`src/rtl/shs_pkg.sv`:
```
// Shared types, codes and constants of the switch homing sequencer.
package shs_pkg;

  // Default widths of the position store and the poll counter.
  localparam int unsigned POS_W_DEF = 32;
  localparam int unsigned CNT_W_DEF = 16;

  // Fixed field widths.
  localparam int unsigned SPEED_W    = 31;
  localparam int unsigned TIMEOUT_W  = 16;
  localparam int unsigned ENC_W      = 32;
  localparam int unsigned VEL_W      = 32;
  localparam int unsigned OP_W       = 2;
  localparam int unsigned STATUS_W   = 3;
  localparam int unsigned CFG_IDX_W  = 3;
  localparam int unsigned CFG_DATA_W = 31;

  // Stream payload widths.
  localparam int unsigned IN_DATA_W  = 40;
  localparam int unsigned OUT_DATA_W = 72;

  // Register reset values.
  localparam logic [SPEED_W-1:0]   FAST_SPEED_RST = 31'd3000000;
  localparam logic [SPEED_W-1:0]   SLOW_SPEED_RST = 31'd300000;
  localparam logic [TIMEOUT_W-1:0] TIMEOUT_RST    = 16'd6000;

  typedef enum logic [CFG_IDX_W-1:0] {
    CFG_FAST_SPEED    = 3'd0,
    CFG_SLOW_SPEED    = 3'd1,
    CFG_AXIS_REVERSED = 3'd2,
    CFG_TIMEOUT_POLLS = 3'd3,
    CFG_ACTIVE_LEVEL  = 3'd4
  } cfg_idx_e;

  typedef enum logic [OP_W-1:0] {
    OP_POLL   = 2'd0,
    OP_START  = 2'd1,
    OP_CANCEL = 2'd2
  } op_e;

  typedef enum logic [1:0] {
    PH_IDLE    = 2'd0,
    PH_SEARCH  = 2'd1,
    PH_RELEASE = 2'd2
  } phase_e;

  typedef enum logic [STATUS_W-1:0] {
    ST_NONE       = 3'd0,
    ST_DONE       = 3'd1,
    ST_SEARCH_TO  = 3'd2,
    ST_RELEASE_TO = 3'd3,
    ST_READ_FAIL  = 3'd4,
    ST_CANCELLED  = 3'd5,
    ST_BUSY       = 3'd6
  } status_e;

  // What one item does to the sequence.
  typedef enum logic [3:0] {
    EV_NONE,
    EV_REJECT,
    EV_FAIL,
    EV_CANCEL,
    EV_HALT,
    EV_SEARCH,
    EV_RELEASE,
    EV_COUNT,
    EV_DONE,
    EV_SEARCH_TO,
    EV_RELEASE_TO
  } evt_e;

  typedef struct packed {
    logic [SPEED_W-1:0]   fast_speed;
    logic [SPEED_W-1:0]   slow_speed;
    logic                 axis_reversed;
    logic [TIMEOUT_W-1:0] timeout_polls;
    logic                 active_level;
  } cfg_t;

endpackage

```
`src/rtl/switch_homing_sequencer_core.sv`:
```
// Top level of the switch homing sequencer: input stage, state and result stage.
//
// Channel  Dir  Payload                                          Handshake
// s_axis   in   tuser: operation; tdata: level, read ok, encoder tvalid/tready
// m_axis   out  tuser: status; tdata: velocity, busy, strobe, offset  tvalid/tready
// cfg      in   register index and write data                    cfg_we_i only
//
// One item per cycle sustained while m_axis_tready is high; each item passes
// through the input register and then the result register to its result. The
// sequence state is updated once per item as it moves into the result
// register. Reset clears the sequence state and both stages and loads the
// register defaults. A stalled result holds in its register while one more
// item waits in the input register; only then does s_axis_tready drop.
module switch_homing_sequencer_core import shs_pkg::*; #(
  parameter int unsigned POSITION_WIDTH = POS_W_DEF,
  parameter int unsigned COUNT_WIDTH    = CNT_W_DEF
) (
  input  logic                  clk_i,
  input  logic                  rst_ni,
  // Configuration write port.
  input  logic                  cfg_we_i,
  input  logic [CFG_IDX_W-1:0]  cfg_idx_i,
  input  logic [CFG_DATA_W-1:0] cfg_wdata_i,
  // Input stream.
  input  logic                  s_axis_tvalid,
  output logic                  s_axis_tready,
  // tdata: sensor_level[0], sensor_read_ok[1], encoder_count[33:2], zeros[39:34]
  input  logic [IN_DATA_W-1:0]  s_axis_tdata,
  // tuser: operation[1:0]
  input  logic [OP_W-1:0]       s_axis_tuser,
  // Result stream.
  output logic                  m_axis_tvalid,
  input  logic                  m_axis_tready,
  // tdata: velocity_command[31:0], busy_res[32], offset_valid[33],
  //        offset_value[65:34], zeros[71:66]
  output logic [OUT_DATA_W-1:0] m_axis_tdata,
  // tuser: status[2:0]
  output logic [STATUS_W-1:0]   m_axis_tuser
);

  cfg_t cfg;

  // Input stage.
  logic                  in_valid_q;
  logic [OP_W-1:0]       op_q;
  logic                  level_q;
  logic                  read_ok_q;
  logic signed [ENC_W-1:0] enc_q;

  // Sequence state.
  phase_e                    phase_q, phase_d;
  logic [COUNT_WIDTH-1:0]    poll_count_q, poll_count_d;
  logic [POSITION_WIDTH-1:0] zero_offset_q, zero_offset_d;
  logic [VEL_W-1:0]          drive_vel_q, drive_vel_d;
  status_e                   status_d;
  logic                      latched_d;

  // Result stage.
  logic                  out_valid_q;
  logic [VEL_W-1:0]      res_vel_q;
  logic                  res_busy_q;
  logic [STATUS_W-1:0]   res_status_q;
  logic                  res_latched_q;
  logic [ENC_W-1:0]      res_offset_q;

  logic advance;
  logic in_accept;

  shs_cfg_regs u_cfg (
    .clk_i      (clk_i),
    .rst_ni     (rst_ni),
    .cfg_we_i   (cfg_we_i),
    .cfg_idx_i  (cfg_idx_i),
    .cfg_wdata_i(cfg_wdata_i),
    .cfg_o      (cfg)
  );

  shs_step #(
    .POS_W(POSITION_WIDTH),
    .CNT_W(COUNT_WIDTH)
  ) u_step (
    .cfg_i           (cfg),
    .op_i            (op_q),
    .sensor_level_i  (level_q),
    .sensor_read_ok_i(read_ok_q),
    .encoder_count_i (enc_q),
    .phase_i         (phase_q),
    .poll_count_i    (poll_count_q),
    .zero_offset_i   (zero_offset_q),
    .drive_vel_i     (drive_vel_q),
    .phase_o         (phase_d),
    .poll_count_o    (poll_count_d),
    .zero_offset_o   (zero_offset_d),
    .drive_vel_o     (drive_vel_d),
    .status_o        (status_d),
    .latched_o       (latched_d)
  );

  // An item moves on when the result register is free or being emptied.
  assign advance       = in_valid_q && (!out_valid_q || m_axis_tready);
  assign s_axis_tready = !in_valid_q || advance;
  assign in_accept     = s_axis_tvalid && s_axis_tready;

  // Input register.
  always_ff @(posedge clk_i or negedge rst_ni) begin
    if (!rst_ni) begin
      in_valid_q <= 1'b0;
    end else if (s_axis_tready) begin
      in_valid_q <= s_axis_tvalid;
    end
  end

  always_ff @(posedge clk_i) begin
    if (in_accept) begin
      op_q      <= s_axis_tuser;
      level_q   <= s_axis_tdata[0];
      read_ok_q <= s_axis_tdata[1];
      enc_q     <= s_axis_tdata[ENC_W+1:2];
    end
  end

  // Sequence state, updated once per item.
  always_ff @(posedge clk_i or negedge rst_ni) begin
    if (!rst_ni) begin
      phase_q       <= PH_IDLE;
      poll_count_q  <= '0;
      zero_offset_q <= '0;
      drive_vel_q   <= '0;
    end else if (advance) begin
      phase_q       <= phase_d;
      poll_count_q  <= poll_count_d;
      zero_offset_q <= zero_offset_d;
      drive_vel_q   <= drive_vel_d;
    end
  end

  // Result register.
  always_ff @(posedge clk_i or negedge rst_ni) begin
    if (!rst_ni) begin
      out_valid_q <= 1'b0;
    end else if (advance) begin
      out_valid_q <= 1'b1;
    end else if (m_axis_tready) begin
      out_valid_q <= 1'b0;
    end
  end

  always_ff @(posedge clk_i) begin
    if (advance) begin
      res_vel_q     <= drive_vel_d;
      res_busy_q    <= (phase_d != PH_IDLE);
      res_status_q  <= status_d;
      res_latched_q <= latched_d;
      res_offset_q  <= ENC_W'(zero_offset_d);
    end
  end

  assign m_axis_tvalid = out_valid_q;
  assign m_axis_tuser  = res_status_q;
  assign m_axis_tdata  = {{(OUT_DATA_W - VEL_W - ENC_W - 2){1'b0}},
                          res_offset_q, res_latched_q, res_busy_q, res_vel_q};

  // A latched offset is only ever reported with the done status.
  assert property (@(posedge clk_i) disable iff (!rst_ni)
    (m_axis_tvalid && m_axis_tdata[VEL_W+1]) |-> (m_axis_tuser == ST_DONE))
    else $error("offset strobe without done status");

  // An idle result never commands motion.
  assert property (@(posedge clk_i) disable iff (!rst_ni)
    (m_axis_tvalid && !m_axis_tdata[VEL_W]) |-> (m_axis_tdata[VEL_W-1:0] == '0))
    else $error("velocity commanded while not busy");

  // Idle state keeps the counter and the drive velocity cleared.
  assert property (@(posedge clk_i) disable iff (!rst_ni)
    (phase_q == PH_IDLE) |-> (drive_vel_q == '0 && poll_count_q == '0))
    else $error("idle state with stale counter or velocity");

  // The input side only stalls when both stages are full and the output waits.
  assert property (@(posedge clk_i) disable iff (!rst_ni)
    !s_axis_tready |-> (in_valid_q && out_valid_q && !m_axis_tready))
    else $error("input stalled without a full pipeline");

endmodule

```
`src/rtl/shs_cfg_regs.sv`:
```
// Configuration registers of the switch homing sequencer.
module shs_cfg_regs import shs_pkg::*; (
  input  logic                  clk_i,
  input  logic                  rst_ni,
  input  logic                  cfg_we_i,
  input  logic [CFG_IDX_W-1:0]  cfg_idx_i,
  input  logic [CFG_DATA_W-1:0] cfg_wdata_i,
  output cfg_t                  cfg_o
);

  cfg_t cfg_q, cfg_d;

  // Decode one write into the addressed register; unknown indexes are ignored.
  always_comb begin
    cfg_d = cfg_q;
    if (cfg_we_i) begin
      unique case (cfg_idx_e'(cfg_idx_i))
        CFG_FAST_SPEED:    cfg_d.fast_speed    = cfg_wdata_i[SPEED_W-1:0];
        CFG_SLOW_SPEED:    cfg_d.slow_speed    = cfg_wdata_i[SPEED_W-1:0];
        CFG_AXIS_REVERSED: cfg_d.axis_reversed = cfg_wdata_i[0];
        CFG_TIMEOUT_POLLS: cfg_d.timeout_polls = cfg_wdata_i[TIMEOUT_W-1:0];
        CFG_ACTIVE_LEVEL:  cfg_d.active_level  = cfg_wdata_i[0];
        default:           cfg_d = cfg_q;
      endcase
    end
  end

  always_ff @(posedge clk_i or negedge rst_ni) begin
    if (!rst_ni) begin
      cfg_q.fast_speed    <= FAST_SPEED_RST;
      cfg_q.slow_speed    <= SLOW_SPEED_RST;
      cfg_q.axis_reversed <= 1'b0;
      cfg_q.timeout_polls <= TIMEOUT_RST;
      cfg_q.active_level  <= 1'b0;
    end else begin
      cfg_q <= cfg_d;
    end
  end

  assign cfg_o = cfg_q;

endmodule

```
`src/rtl/shs_step.sv`:
```
// Next-state and result logic for one item of the homing sequence.
module shs_step import shs_pkg::*; #(
  parameter int unsigned POS_W = POS_W_DEF,
  parameter int unsigned CNT_W = CNT_W_DEF
) (
  input  cfg_t                cfg_i,
  input  logic [OP_W-1:0]     op_i,
  input  logic                sensor_level_i,
  input  logic                sensor_read_ok_i,
  input  logic signed [ENC_W-1:0] encoder_count_i,
  input  phase_e              phase_i,
  input  logic [CNT_W-1:0]    poll_count_i,
  input  logic [POS_W-1:0]    zero_offset_i,
  input  logic [VEL_W-1:0]    drive_vel_i,
  output phase_e              phase_o,
  output logic [CNT_W-1:0]    poll_count_o,
  output logic [POS_W-1:0]    zero_offset_o,
  output logic [VEL_W-1:0]    drive_vel_o,
  output status_e             status_o,
  output logic                latched_o
);

  localparam int unsigned CMP_W = (CNT_W > TIMEOUT_W) ? CNT_W : TIMEOUT_W;
  localparam logic [CNT_W-1:0] CNT_MAX = {CNT_W{1'b1}};

  logic             triggered;
  logic [CNT_W-1:0] poll_inc;
  logic             timed_out;
  logic [VEL_W-1:0] fast_vel, slow_vel, search_vel, release_vel;
  evt_e             evt;

  assign triggered = (sensor_level_i == cfg_i.active_level);

  // Poll counter saturates at its top; reaching the top also times out.
  assign poll_inc  = (poll_count_i != CNT_MAX) ? poll_count_i + 1'b1 : poll_count_i;
  assign timed_out = (CMP_W'(poll_inc) >= CMP_W'(cfg_i.timeout_polls)) ||
                     (poll_inc == CNT_MAX);

  // Search runs in the negative common direction, release in the positive one.
  assign fast_vel    = VEL_W'(cfg_i.fast_speed);
  assign slow_vel    = VEL_W'(cfg_i.slow_speed);
  assign search_vel  = cfg_i.axis_reversed ? fast_vel : (~fast_vel + 1'b1);
  assign release_vel = cfg_i.axis_reversed ? (~slow_vel + 1'b1) : slow_vel;

  // Decide what this item does. A failed read wins over the switch check,
  // and the switch check wins over the timeout.
  always_comb begin
    evt = EV_NONE;
    unique case (op_e'(op_i))
      OP_START: begin
        if (phase_i != PH_IDLE) evt = EV_REJECT;
        else if (!sensor_read_ok_i) evt = EV_FAIL;
        else if (triggered) evt = EV_RELEASE;
        else evt = EV_SEARCH;
      end
      OP_CANCEL: begin
        if (phase_i != PH_IDLE) evt = EV_CANCEL;
      end
      OP_POLL: begin
        unique case (phase_i)
          PH_SEARCH: begin
            if (!sensor_read_ok_i) evt = EV_FAIL;
            else if (triggered) evt = EV_RELEASE;
            else if (timed_out) evt = EV_SEARCH_TO;
            else evt = EV_COUNT;
          end
          PH_RELEASE: begin
            if (!sensor_read_ok_i) evt = EV_FAIL;
            else if (!triggered) evt = EV_DONE;
            else if (timed_out) evt = EV_RELEASE_TO;
            else evt = EV_COUNT;
          end
          default: evt = EV_HALT;
        endcase
      end
      default: evt = EV_NONE;
    endcase
  end

  // Next state of the sequence.
  always_comb begin
    phase_o       = phase_i;
    poll_count_o  = poll_count_i;
    zero_offset_o = zero_offset_i;
    drive_vel_o   = drive_vel_i;
    unique case (evt)
      EV_NONE, EV_REJECT: begin
      end
      EV_FAIL, EV_CANCEL, EV_HALT, EV_SEARCH_TO, EV_RELEASE_TO: begin
        phase_o      = PH_IDLE;
        poll_count_o = '0;
        drive_vel_o  = '0;
      end
      EV_DONE: begin
        phase_o       = PH_IDLE;
        poll_count_o  = '0;
        drive_vel_o   = '0;
        zero_offset_o = POS_W'(encoder_count_i);
      end
      EV_SEARCH: begin
        phase_o      = PH_SEARCH;
        poll_count_o = '0;
        drive_vel_o  = search_vel;
      end
      EV_RELEASE: begin
        phase_o      = PH_RELEASE;
        poll_count_o = '0;
        drive_vel_o  = release_vel;
      end
      EV_COUNT: begin
        poll_count_o = poll_inc;
      end
      default: begin
      end
    endcase
  end

  // Status code and offset strobe of the result.
  always_comb begin
    latched_o = (evt == EV_DONE);
    unique case (evt)
      EV_REJECT:     status_o = ST_BUSY;
      EV_FAIL:       status_o = ST_READ_FAIL;
      EV_CANCEL:     status_o = ST_CANCELLED;
      EV_DONE:       status_o = ST_DONE;
      EV_SEARCH_TO:  status_o = ST_SEARCH_TO;
      EV_RELEASE_TO: status_o = ST_RELEASE_TO;
      default:       status_o = ST_NONE;
    endcase
  end

endmodule
```
`config.mk`:
```
export PLATFORM = sky130hd
export DESIGN_NAME = switch_homing_sequencer_core
export DESIGN_NICKNAME = d
export VERILOG_FILES = /design/src/rtl/shs_pkg.sv /design/src/rtl/switch_homing_sequencer_core.sv /design/src/rtl/shs_cfg_regs.sv /design/src/rtl/shs_step.sv
export SDC_FILE = /design/constraint.sdc
export NUM_CORES = 1
export LEC_CHECK = 0
export ABC_AREA = 1
export ABC_CLOCK_PERIOD_IN_PS = 8200
export BUFFER_PORTS_ARGS = -buffer_cell sky130_fd_sc_hd__buf_2
export CAP_MARGIN = 20
export CORE_ASPECT_RATIO = 0.8
export CORE_MARGIN = 2
export CORE_UTILIZATION = 50
export DETAILED_ROUTE_END_ITERATION = 6
export PLACE_DENSITY = 0.7
export SYNTH_ARGS = -nofsm -noshare
export SYNTH_HDL_FRONTEND = slang
export SYNTH_HIERARCHICAL = 1
export SYNTH_SLANG_ARGS = --single-unit
```
`constraint.sdc`:
```
create_clock -name clk_i -period 8.2 [get_ports clk_i]
set_input_delay 1.64 -clock clk_i [delete_from_list [all_inputs] [get_ports clk_i]]
set_output_delay 1.64 -clock clk_i [all_outputs]
set_load 0.02 [all_outputs]
```
==> impl_results.md, run 1 <==
* Longest Clk Path Bufs at 3
* Max stage delay cell, worst path: nand4_2
* Post-synth ARST share at 0.610
* RePlAce Congestion at 0.890
* Die area at 29400 um2
* Internal reg-to-reg setup slack at roughly 3.1 ns
* Leakage at 7.78 nW
* Crit. End Element: register
* Hold Path End: zero_offset_q[5]
* Final core utilization at 0.573
* Clock power frac at 0.294
* Most common cell after layout, fill and taps aside: nand2_1
* Synth Flop Type: dfrtp_1
* Pre-CTS setup slack at between 3 and 4 ns
* Failing checks: DRC
* Post-synthesis sequential area ratio at 0.520
* Max FO, Critical Path at 27
* Status: finished with violations
* Worst VDD drop at ~0.00016 V
* Multi-input gate area at around 5800 um2
* Hold Path Class: reg -> reg
* Tcrit/Tclk final at 0.618
* Placed Cells at ~2000
* Fraction of layout cells with a size suffix above 1 at 0.170
* Core ar. at about 27000 um2
* Reg power frac at 0.439
* Switching part of the total at 0.342
* Synth area leader: dfrtp_1
* Worst reg2reg path depth at 25
* Die span in x at roughly 190 um
* CTS Buf Count at 27
* Flops & latches, synth at 269
* Hold buffers post-CTS at 0
* Final hold violation count at 0
* MaxCap Viol Count at 0
* First-pass GRT wire length at 56900 um
* Int Power at 2.82 mW
* Finished Layout Cells at ~2100
* EDFF count, synth at 105
* Die height at ~150 um
* Area delta synth->final at 12.1%
* Post-CTS resize count at 0
* Reg2reg end: drive_vel_q[17]
* Final-stage net count at roughly 1800
* Worst slew pin tran at between 1 and 1.5 ns
* Mapped cell area at between 10000 and 15000 um2
* Via Count at between 10000 and 15000
* Setup Buffers After CTS at 0
* Largest net degree at the start of global routing at ~100
* CP delay by family, top: simple AND/OR/NAND/NOR gates
* Starting density of the core at 0.511
* Drt first-iter violations at ~1000
* Final setup TNS at 0 ns
* Max-slew headroom at 0.321
* DRC violations left at 2
* P_sw at ~1.5 mW
* Warnings, synthesis at 6
* Logic gate share of total power at 0.267
* Most frequent CP cell: nand2_1
* Antenna-violating nets left at 0
* Syn Area/Cell at roughly 9 um2
* Peak Freq at 197 MHz
* Vias/cell at approximately 5.4
* Dpl hpwl at 23000 um
* Worst hold start: zero_offset_q[5]
* Critical path type: reg -> reg
* Fill cells at 2498
* Router iterations before antenna repair at 7
* Setup ws final at 3.13 ns
* Vias in the first global route at 10600
* Critical path startpoint category: register
* Share of the synthesized area in the top cell type at 0.248
* TritonCTS clock tree: built
* Top post-synthesis cells by area: dfrtp_1 (25%), edfxtp_1 (23%), nand2_1 (14%)
* RSZ-0062 raised after global routing: false
* Clk sinks at ~270
* Critical Path RT at around 8.7 ns
* Clk_lat worst skew at approximately 0.56 ns
* Worst Hold Depth at 2
* Max incr delay on CP at about 0.69 ns
* Minimum clock period at approximately 5.1 ns
* WL/cell at between 15 and 20 um
* Endpoints failing setup at 0
* H-tree Lvls at 1
* Power Total at between 4 and 5 mW
* Initial antenna violation count at 2
* Pins over their slew limit at 0
* Most frequent cells in the layout: nand2_1 (518), nand3_1 (223), buf_2 (144)
* WP buf/inv at 4
* IO Port Bufs at roughly 150
* Worst clock skew at roughly 0.017 ns
* FF/Latch Area at ~7300 um2
* # rows at 54
* Boundary Pins at roughly 160
* Worst Path Arrival at ~5.6 ns
* Unique cell type count in the Yosys netlist at 46
* FF-to-FF Start: poll_count_q[0]
* Total GRT Usage at 0.241
* Final WL at 35200 um
* Syn Inst Count at between 1500 and 2000
* Total grt overflow at 0
* Cell Pwr Density at ~270 nW/um2
* Clock-pin slew on the worst setup and hold paths at 0.06 ns
* CTS root buf: clkbuf_16
## state kept, by name, indices dropped and copies added, names as in the netlist, 2 cells and up
signal and count:
enc_q 32, phase_q 2, zero_offset_q 32, m_axis_tuser 3
res_vel_q 32, res_offset_q 32, op_q 2, drive_vel_q 32
u_cfg/cfg_o 80, poll_count_q 16
## cell type report
type,instances,share of cell area
inverters,109,0.0262
clock buffers,43,0.0540
clock inverters,7,0.00470
flip-flops and latches,269,0.464
repair buffers,161,0.0542
well taps,364,0.0290
multi-input cells,1132,0.368
diodes,2,0.000319
## cell families (layout without fill, tap and decap cells)
group,after synthesis,count (layout),synth area share
and+or+nand+nor,917,917,0.287
other,1,8,0.000268
muxes,32,32,0.0257
AOI/OAI and AO/OA,93,93,0.0388
DFF,269,269,0.520
adders and majority gates,22,22,0.0196
buffers and inverters,193,320,0.0698
xor gates and xnor gates,62,62,0.0388
## worst min-delay path, delay by kind of cell, from the launching register on
kind          cells  cell delay, ns
simple gates      2            0.09
flops             1            0.34
## how the worst max path moves through the flow
| stage | start | end | slack (ns) | cells past startpoint |
|---|---|---|---|---|
| final | poll_count_q[0] | drive_vel_q[17] | 3.13 | 25 |
| after global routing | poll_count_q[0] | drive_vel_q[18] | 2.69 | 28 |
| after CTS | poll_count_q[0] | drive_vel_q[17] | 3.25 | 25 |
| after detailed placement | poll_count_q[0] | drive_vel_q[17] | 3.24 | 25 |
| after global placement | poll_count_q[0] | drive_vel_q[16] | 3.34 | 28 |
| after floorplan | m_axis_tready | m_axis_tuser[0] | 4.34 | 6 |
## synthesized netlist by cell type, types with 2 or more instances
library cell,instances
a21oi_2,3
o22ai_1,26
a21oi_1,21
nand2_2,17
or2_2,7
inv_1,102
nand2_1,518
nand4_1,26
nor2_2,8
o21bai_1,2
dfrtp_1,139
edfxtp_1,105
xor2_1,38
nand3_1,223
a31oi_1,5
nor2_4,4
mux2_1,29
dfstp_2,25
mux2_2,3
o31ai_1,3
ha_1,22
nor3_1,11
nor2_1,86
inv_2,6
buf_6,15
buf_4,26
nand2_4,3
buf_2,33
nand3_2,5
o21ai_0,28
clkbuf_1,10
xnor2_1,24
nor4_1,3
## stage by stage
step                      hold slack [ns]  cell area (um2)
final                               0.465            15700
after global routing                0.478            15700
after detailed placement            0.453            14800
after global placement              0.446            14800
after floorplan                     0.435            14000
after CTS                           0.467            15700
## power groups by stage
stage	Combinational [mW]	Clock, mW	Sequential, mW
5_1_grt	1.28	1.34	1.91
6_report	1.15	1.26	1.88
2_1_floorplan	0.771	0	1.96
4_1_cts	1.14	1.29	1.88
3_5_place_dp	1.14	0	1.90
3_3_place_gp	1.11	0	1.89
## routing by layer
layer / global-route usage / vias to the layer above / share of wire
met4: 0.0429 / 0 / 0.015
met2: 0.365 / 426 / 0.44
met5: 0 / - / 0
li1: - / 5445 / -
met1: 0.365 / 5361 / 0.47
met3: 0.0470 / 42 / 0.084
Power figures use the tool's default switching activity.
==> run 2: changes to the inputs <==
Settings changed: ABC_AREA 1 to 0, ABC_CLOCK_PERIOD_IN_PS 8200 to 5300.
Clock period 8.2 ns to 5.3 ns, I/O delays scaled along.
==> run 2 against run 1 <==
Effect of this change:
- the flow now finishes without violations
- sequential power increased by 51%
- critical path depth decreased by 8
- global-route usage decreased by 3.1 points
- synthesized cell count decreased by 34%
- combinational power increased by 43%
- clock power increased by 55%
- worst setup slack got worse by 2.8 ns
- core utilization increased by 0.37 points
- synthesized area decreased by 2.6%
==> impl_results.md, run 2 <==
* Max incr delay on CP at 0.60 ns (was 0.69 ns)
* Core ar. at 27000 um2 (was 27400 um2)
* Clk sinks at 269 (unchanged)
* Antenna-violating nets left at 0 (unchanged)
* Crit. End Element: register (unchanged)
* Longest Clk Path Bufs at 3 (unchanged)
* Worst slew pin tran at 1.06 ns (was 1.02 ns)
* WL/cell at 19.1 um (was 16.9 um)
* Most frequent cells in the layout: buf_2 (144), dfrtp_1 (138), mux2_2 (108) (was nand2_1 (518), nand3_1 (223), buf_2 (144))
* Setup Buffers After CTS at 0 (unchanged)
* Area delta synth->final at 14.2% (was 12.1%)
* Peak Freq at 203 MHz (was 197 MHz)
* Critical Path, Cell by Cell: and4_1, nand3_1, a211o_1, inv_1, ha_1, a21oi_1, o21ai_0, a21oi_1, o21ai_0, a41oi_2, a21oi_2, buf_4, or4b_1, buf_12, o22ai_1, a21o_1, mux2_4
* Router iterations before antenna repair at 5 (was 7)
* Endpoints failing setup at 0 (unchanged)
* Critical Path RT at 5.77 ns (was 8.70 ns)
* Status: finished clean (was finished with violations)
* Max stage delay cell, worst path: or4b_1 (was nand4_2)
* Die area at 28600 um2 (was 29400 um2)
* EDFF count, synth at 105 (unchanged)
* Max FO, Critical Path at 31 (was 27)
* Clk_lat worst skew at 0.53 ns (was 0.56 ns)
* Critical path startpoint category: register (unchanged)
* Max-slew headroom at 0.296 (was 0.321)
* Dpl hpwl at 20300 um (was 23000 um)
* IO Port Bufs at 145 (unchanged)
* Leakage at 6.89 nW (was 7.78 nW)
* Max FFs per register at 80 (unchanged)
* Final core utilization at 0.576 (was 0.573)
* CP delay by family, top: compound AO/OA/AOI/OAI gates (was simple AND/OR/NAND/NOR gates)
* Hold Path Class: reg -> reg (unchanged)
* RSZ-0062 raised after global routing: false (unchanged)
* Worst reg2reg path depth at 17 (was 25)
* Pins over their slew limit at 0 (unchanged)
* Commonest cells post-synth: dfrtp_1 (139), mux2_2 (108), edfxtp_1 (105) (was nand2_1 (518), nand3_1 (223), dfrtp_1 (139))
* Final-stage net count at 1292 (was 1803)
* DRC violations left at 0 (was 2)
* Power Total at 6.43 mW (was 4.29 mW)
* Clock-pin slew on the worst setup and hold paths at 0.06 ns (about the same)
* Die span in x at 189 um (was 191 um)
* Reg2reg end: drive_vel_q[10] (was drive_vel_q[17])
* Post-synthesis sequential area ratio at 0.534 (was 0.520)
* Most frequent cell after synthesis: dfrtp_1 (was nand2_1)
* Total grt overflow at 0 (unchanged)
* Worst Path Arrival at 5.40 ns (was 5.57 ns)
* Critical path startpoint: poll_count_q[9] (was poll_count_q[0])
* H-tree Lvls at 1 (unchanged)
* Worst clock skew at 0.00876 ns (was 0.0171 ns)
* Worst hold start: zero_offset_q[31] (was zero_offset_q[5])
* # rows at 54 (unchanged)
* Top post-synthesis cells by area: dfrtp_1 (25%), edfxtp_1 (23%), mux2_2 (8.9%) (was dfrtp_1 (25%), edfxtp_1 (23%), nand2_1 (14%))
* RePlAce Congestion at 0.921 (was 0.890)
* Starting density of the core at 0.505 (was 0.511)
* Tcrit/Tclk final at 0.931 (was 0.618)
* Boundary Pins at 158 (unchanged)
* CTS root buf: clkbuf_16 (unchanged)
* Vias in the first global route at 8608 (was 10600)
* First-pass GRT wire length at 47600 um (was 56900 um)
* Worst Hold Depth at 1 (was 2)
* Setup ws final at 0.365 ns (was 3.13 ns)
* WP buf/inv at 3 (was 4)
* Cell Pwr Density at 413 nW/um2 (was 273 nW/um2)
* CTS Buf Count at 27 (unchanged)
* Synth Flop Type: dfrtp_1 (unchanged)
* Mapped cell area at 13600 um2 (was 14000 um2)
* Share of the synthesized area in the top cell type at 0.255 (was 0.248)
* Final WL at 30100 um (was 35200 um)
* Via Count at 8788 (was 11300)
* Largest net degree at the start of global routing at 100 (was 101)
* TritonCTS clock tree: built (unchanged)
* Fill cells at 2257 (was 2498)
* Syn Area/Cell at 13.1 um2 (was 8.82 um2)
* FF-to-FF Start: poll_count_q[9] (was poll_count_q[0])
* Initial antenna violation count at 1 (was 2)
* Warnings, synthesis at 6 (unchanged)
* Flops & latches, synth at 269 (unchanged)
* Syn Inst Count at 1041 (was 1589)
* Total GRT Usage at 0.210 (was 0.241)
* Synth area leader: dfrtp_1 (unchanged)
* Vias/cell at 5.58 (was 5.40)
* Most common cell after layout, fill and taps aside: buf_2 (was nand2_1)
* Critical path type: reg -> reg (unchanged)
* Pre-CTS setup slack at 0.336 ns (was 3.24 ns)
* Unique cell type count in the Yosys netlist at 78 (was 46)
* Final setup TNS at 0 ns (unchanged)
* Minimum clock period at 4.93 ns (was 5.07 ns)
* MaxCap Viol Count at 0 (unchanged)
* Drt first-iter violations at 538 (was 995)
* Post-synth ARST share at 0.610 (unchanged)
* Internal reg-to-reg setup slack at 0.37 ns (was 3.13 ns)
* Die height at 152 um (was 154 um)
* Worst VDD drop at 0.000282 V (was 0.000161 V)
* Hold Path End: zero_offset_q[31] (was zero_offset_q[5])
* Final hold violation count at 0 (unchanged)
* Fraction of layout cells with a size suffix above 1 at 0.365 (was 0.170)
-- run 2: changes by cell type after synthesis, moves of 21 or more --
cell,change
mux2_2,+105
nand3_1,-208
xor2_1,-26
xnor2_1,+32
inv_1,-70
a221o_1,+21
nand2_1,-472
mux2_4,+69
-- run 2: power breakdown --
part,switching [mW],internal (mW)
combinational,0.891,0.763
clock,0.782,1.16
sequential,0.251,2.58
total,1.92,4.51
-- run 2: timing repair --
action | in CTS | in global routing
hold buffers | 0 | 0
setup endpoints to repair | 0 | 3
gates resized for setup | 0 | 1
-- run 2: worst max path at each step --
stage | slack (ns) | cells past startpoint | endpoint
4_1_cts | 0.32 | 17 | poll_count_q[9]
3_3_place_gp | 0.44 | 17 | poll_count_q[9]
3_5_place_dp | 0.34 | 17 | poll_count_q[9]
6_report | 0.37 | 17 | drive_vel_q[10]
5_1_grt | 0.09 | 17 | res_busy_q
2_1_floorplan | 0.95 | 18 | drive_vel_q[2]
-- run 2: worst reg2reg max path, stage by stage, from the launching register on --
cell and delay (ns):
dfrtp_1 0.49, and4_1 0.38, nand3_1 0.24, a211o_1 0.40, inv_1 0.15, ha_1 0.27, a21oi_1 0.15, o21ai_0 0.13
a21oi_1 0.21, o21ai_0 0.28, a41oi_2 0.42, a21oi_2 0.12, buf_4 0.17, or4b_1 0.60, buf_12 0.22, o22ai_1 0.34
a21o_1 0.16, mux2_4 0.14
-- run 2: cell families (layout without fill, tap and decap cells) --
family	after synthesis	count (layout)	share of synthesized area
AND/OR/NAND/NOR	222	222	0.0873
XOR/XNOR	68	68	0.0437
buffers and inverters	94	257	0.0437
adder cells (fa/ha/maj)	22	22	0.0202
multiplexers	199	199	0.183
other	1	7	0.000275
AO/OA/AOI/OAI	166	166	0.0878
flip-flops	269	269	0.534
-- run 2: final cells by class --
cell class	instances	area [um2]	share of cell area
inverter	33	124	0.00795
sequential	269	7290	0.468
multi-input combinational	683	5790	0.372
clock inverter	10	154	0.00988
clock buffer	39	741	0.0476
antenna	1	2.50	0.000161
tap	364	455	0.0292
timing repair buffer	175	1020	0.0655
-- run 2: metal layers --
layer,vias to the layer above,GRT usage,wire [um]
li1,4117,-,-
met2,265,0.319,12900
met4,0,0.0430,503
met5,-,0,0
met3,35,0.0276,1800
met1,4371,0.323,14800
-- run 2: per-stage QoR --
| stage | hold WS, ns | std cells | instance area, um2 |
|---|---|---|---|
| finish | 0.488 | 1574 | 15600 |
| global route | 0.508 | 1573 | 15600 |
| CTS | 0.490 | 1572 | 15500 |
| detailed placement | 0.475 | 1523 | 14700 |
| global placement | 0.471 | 1523 | 14700 |
| floorplan | 0.459 | 1046 | 13700 |
==> run 3: changes to the inputs <==
Settings changed: ABC_CLOCK_PERIOD_IN_PS 5300 to 5320.
Clock period 5.3 ns to 5.32 ns, I/O delays scaled along.
==> run 3 against run 2 <==
Effect of this change:
- sequential share of layout area increased by 0.28 points
- first-iteration DRC count increased by 9.7%
- non-clock buffer count decreased by 4
- routed wire length decreased by 1.8%
- sequential power about the same
- combinational power about the same
- final cell count decreased by 0.19%
- total power decreased by 2.6%
- critical path type unchanged
- largest power group unchanged
- global-route usage about the same
==> impl_results.md, run 3 (synthesis results as in run 2) <==
* Largest net degree at the start of global routing at 108 (was 100)
* Logic gate share of total power at 0.261 (was 0.257)
* Setup Buffers After CTS at 0 (unchanged)
* RSZ-0062 raised after global routing: false (unchanged)
* Clock power frac at 0.291 (was 0.302)
* Switching part of the total at 0.304 (was 0.299)
* # rows at 54 (unchanged)
* Finished Layout Cells at 1571 (was 1574)
* IO Port Bufs at 145 (unchanged)
* Reg power frac at 0.449 (was 0.441)
* Max FFs per register at 80 (unchanged)
* CTS root buf: clkbuf_16 (unchanged)
* MaxCap Viol Count at 0 (unchanged)
* Final setup TNS at 0 ns (unchanged)
* Boundary Pins at 158 (unchanged)
* Most common cell after layout, fill and taps aside: buf_2 (unchanged)
* H-tree Lvls at 1 (unchanged)
* CTS Buf Count at 27 (unchanged)
* Hold Slack at 0.494 ns (was 0.488 ns)
* Post-layout instance area at 15500 um2 (was 15600 um2)
* Die height at 152 um (unchanged)
* Final WL at 29500 um (was 30100 um)
* Die span in x at 189 um (unchanged)
* Crit. End Element: register (unchanged)
* Worst slew pin tran at 0.955 ns (was 1.06 ns)
* Router iterations before antenna repair at 5 (unchanged)
* Via Count at 8754 (was 8788)
* Power Total at 6.27 mW (was 6.43 mW)
* Placed cell areas at 14600 um2 (was 14700 um2)
* Met1 Track Usage GR at 0.325 (was 0.323)
* P_sw at 1.91 mW (was 1.92 mW)
* Clk sinks at 269 (unchanged)
* Final hold violation count at 0 (unchanged)
* Leakage at 6.84 nW (was 6.89 nW)
* Final-stage net count at 1288 (was 1292)
* Final core utilization at 0.573 (was 0.576)
* Max FO, Critical Path at 12 (was 31)
* Met2 Usage GRT at 0.305 (was 0.319)
* Hold buffers post-CTS at 0 (unchanged)
* FF/Latch Area at 7290 um2 (unchanged)
* Total grt overflow at 0 (unchanged)
* Area delta synth->final at 13.5% (was 14.2%)
* Multi-input gate area at 5780 um2 (was 5790 um2)
* Endpoints failing setup at 0 (unchanged)
* Core ar. at 27000 um2 (unchanged)
* Critical path type: reg -> reg (unchanged)
* DRC violations left at 0 (unchanged)
* Critical Path RT at 5.79 ns (was 5.77 ns)
* Starting density of the core at 0.505 (unchanged)
* Post-CTS resize count at 0 (unchanged)
* Fill cells at 2241 (was 2257)
* Clock-pin slew on the worst setup and hold paths at 0.06 ns (about the same)
* Worst clock skew at 0.0145 ns (was 0.00876 ns)
* Cell Pwr Density at 405 nW/um2 (was 413 nW/um2)
* Pins over their slew limit at 0 (unchanged)
* Dpl hpwl at 19600 um (was 20300 um)
* Status: finished clean (unchanged)
* WL/cell at 18.8 um (was 19.1 um)
* Tcrit/Tclk final at 0.906 (was 0.931)
* GRT met3 Usage at 0.0352 (was 0.0276)
* Hold Path Class: reg -> reg (unchanged)
* Peak Freq at 207 MHz (was 203 MHz)
* Setup ws final at 0.499 ns (was 0.365 ns)
* Worst Path Arrival at 5.29 ns (was 5.40 ns)
* Worst VDD drop at 0.000257 V (was 0.000282 V)
* Vias in the first global route at 8678 (was 8608)
* Die area at 28600 um2 (unchanged)
* Placed Cells at 1519 (was 1523)
* TritonCTS clock tree: built (unchanged)
* Max-slew headroom at 0.358 (was 0.296)
* Int Power at 4.36 mW (was 4.51 mW)
* First-pass GRT wire length at 47800 um (was 47600 um)
* Longest Clk Path Bufs at 3 (unchanged)
* Vias/cell at 5.57 (was 5.58)
* Total GRT Usage at 0.210 (about the same)
* RePlAce Congestion at 0.930 (was 0.921)
* Critical path startpoint category: register (unchanged)
* Minimum clock period at 4.82 ns (was 4.93 ns)
* Most frequent cells in the layout: buf_2 (144), dfrtp_1 (138), mux2_2 (108) (unchanged)
* Clk_lat worst skew at 0.54 ns (was 0.53 ns)
* Initial antenna violation count at 1 (unchanged)
* Drt first-iter violations at 590 (was 538)
* Fraction of layout cells with a size suffix above 1 at 0.362 (was 0.365)
* Pre-CTS setup slack at 0.612 ns (was 0.336 ns)
* Grt peak-use layer: met1 (unchanged)
* Antenna-violating nets left at 0 (unchanged)
==> run 3: changes by cell type in the layout (fill, tap and decap cells not counted), moves of 2 or more <==
cell / delta
buf_4: -4
bufinv_16: -3
clkbuf_1: +2
clkinv_2: -2
clkinv_4: +2
==> run 3: area by class of cell <==
type,instances,share of cell area
sequential,269,0.471
tap,364,0.0294
timing repair buffer,171,0.0639
antenna,1,0.000162
clock inverter,8,0.00509
multi-input combinational,683,0.373
inverter,33,0.00800
clock buffer,42,0.0492
==> run 3: worst paths after layout <==
check	slack (ns)	cells after the start	startpoint	endpoint
max	0.50	18	poll_count_q[9]	poll_count_q[9]
min	0.49	1	drive_vel_q[2]	drive_vel_q[2]
max reg2reg	0.50	18	poll_count_q[9]	poll_count_q[9]
min reg2reg	0.49	1	drive_vel_q[2]	drive_vel_q[2]
max in group asynchronous	3.80	2	rst_ni	u_cfg/cfg_o[17]
min in group asynchronous	0.51	1	rst_ni	zero_offset_q[30]
==> run 3: per-layer routing <==
layer,part of all wire,vias up
met5,0,-
met4,0.025,0
met3,0.068,39
met2,0.42,267
met1,0.49,4333
li1,-,4115
==> run 3: critical path, stage by stage (launching register included) <==
cell and delay [ns]:
dfrtp_1 0.49, and4_1 0.38, nand3_1 0.23, a211o_1 0.40, inv_1 0.15, ha_1 0.26, a21oi_1 0.13, o21ai_0 0.11
a21oi_1 0.19, o21ai_0 0.09, buf_4 0.16, a41oi_2 0.30, a21oi_2 0.10, buf_4 0.18, nor4_2 0.79, buf_4 0.33
a41oi_1 0.14, a31oi_1 0.16, mux2_4 0.15
==> run 3: power by group through the flow <==
| stage | clock, mW | sequential, mW | combinational, mW |
|---|---|---|---|
| 2_1_floorplan | 0 | 2.89 | 1.15 |
| 3_3_place_gp | 0 | 2.86 | 1.57 |
| 3_5_place_dp | 0 | 2.87 | 1.59 |
| 4_1_cts | 1.87 | 2.84 | 1.60 |
| 5_1_grt | 1.95 | 2.86 | 1.80 |
| 6_report | 1.82 | 2.81 | 1.63 |
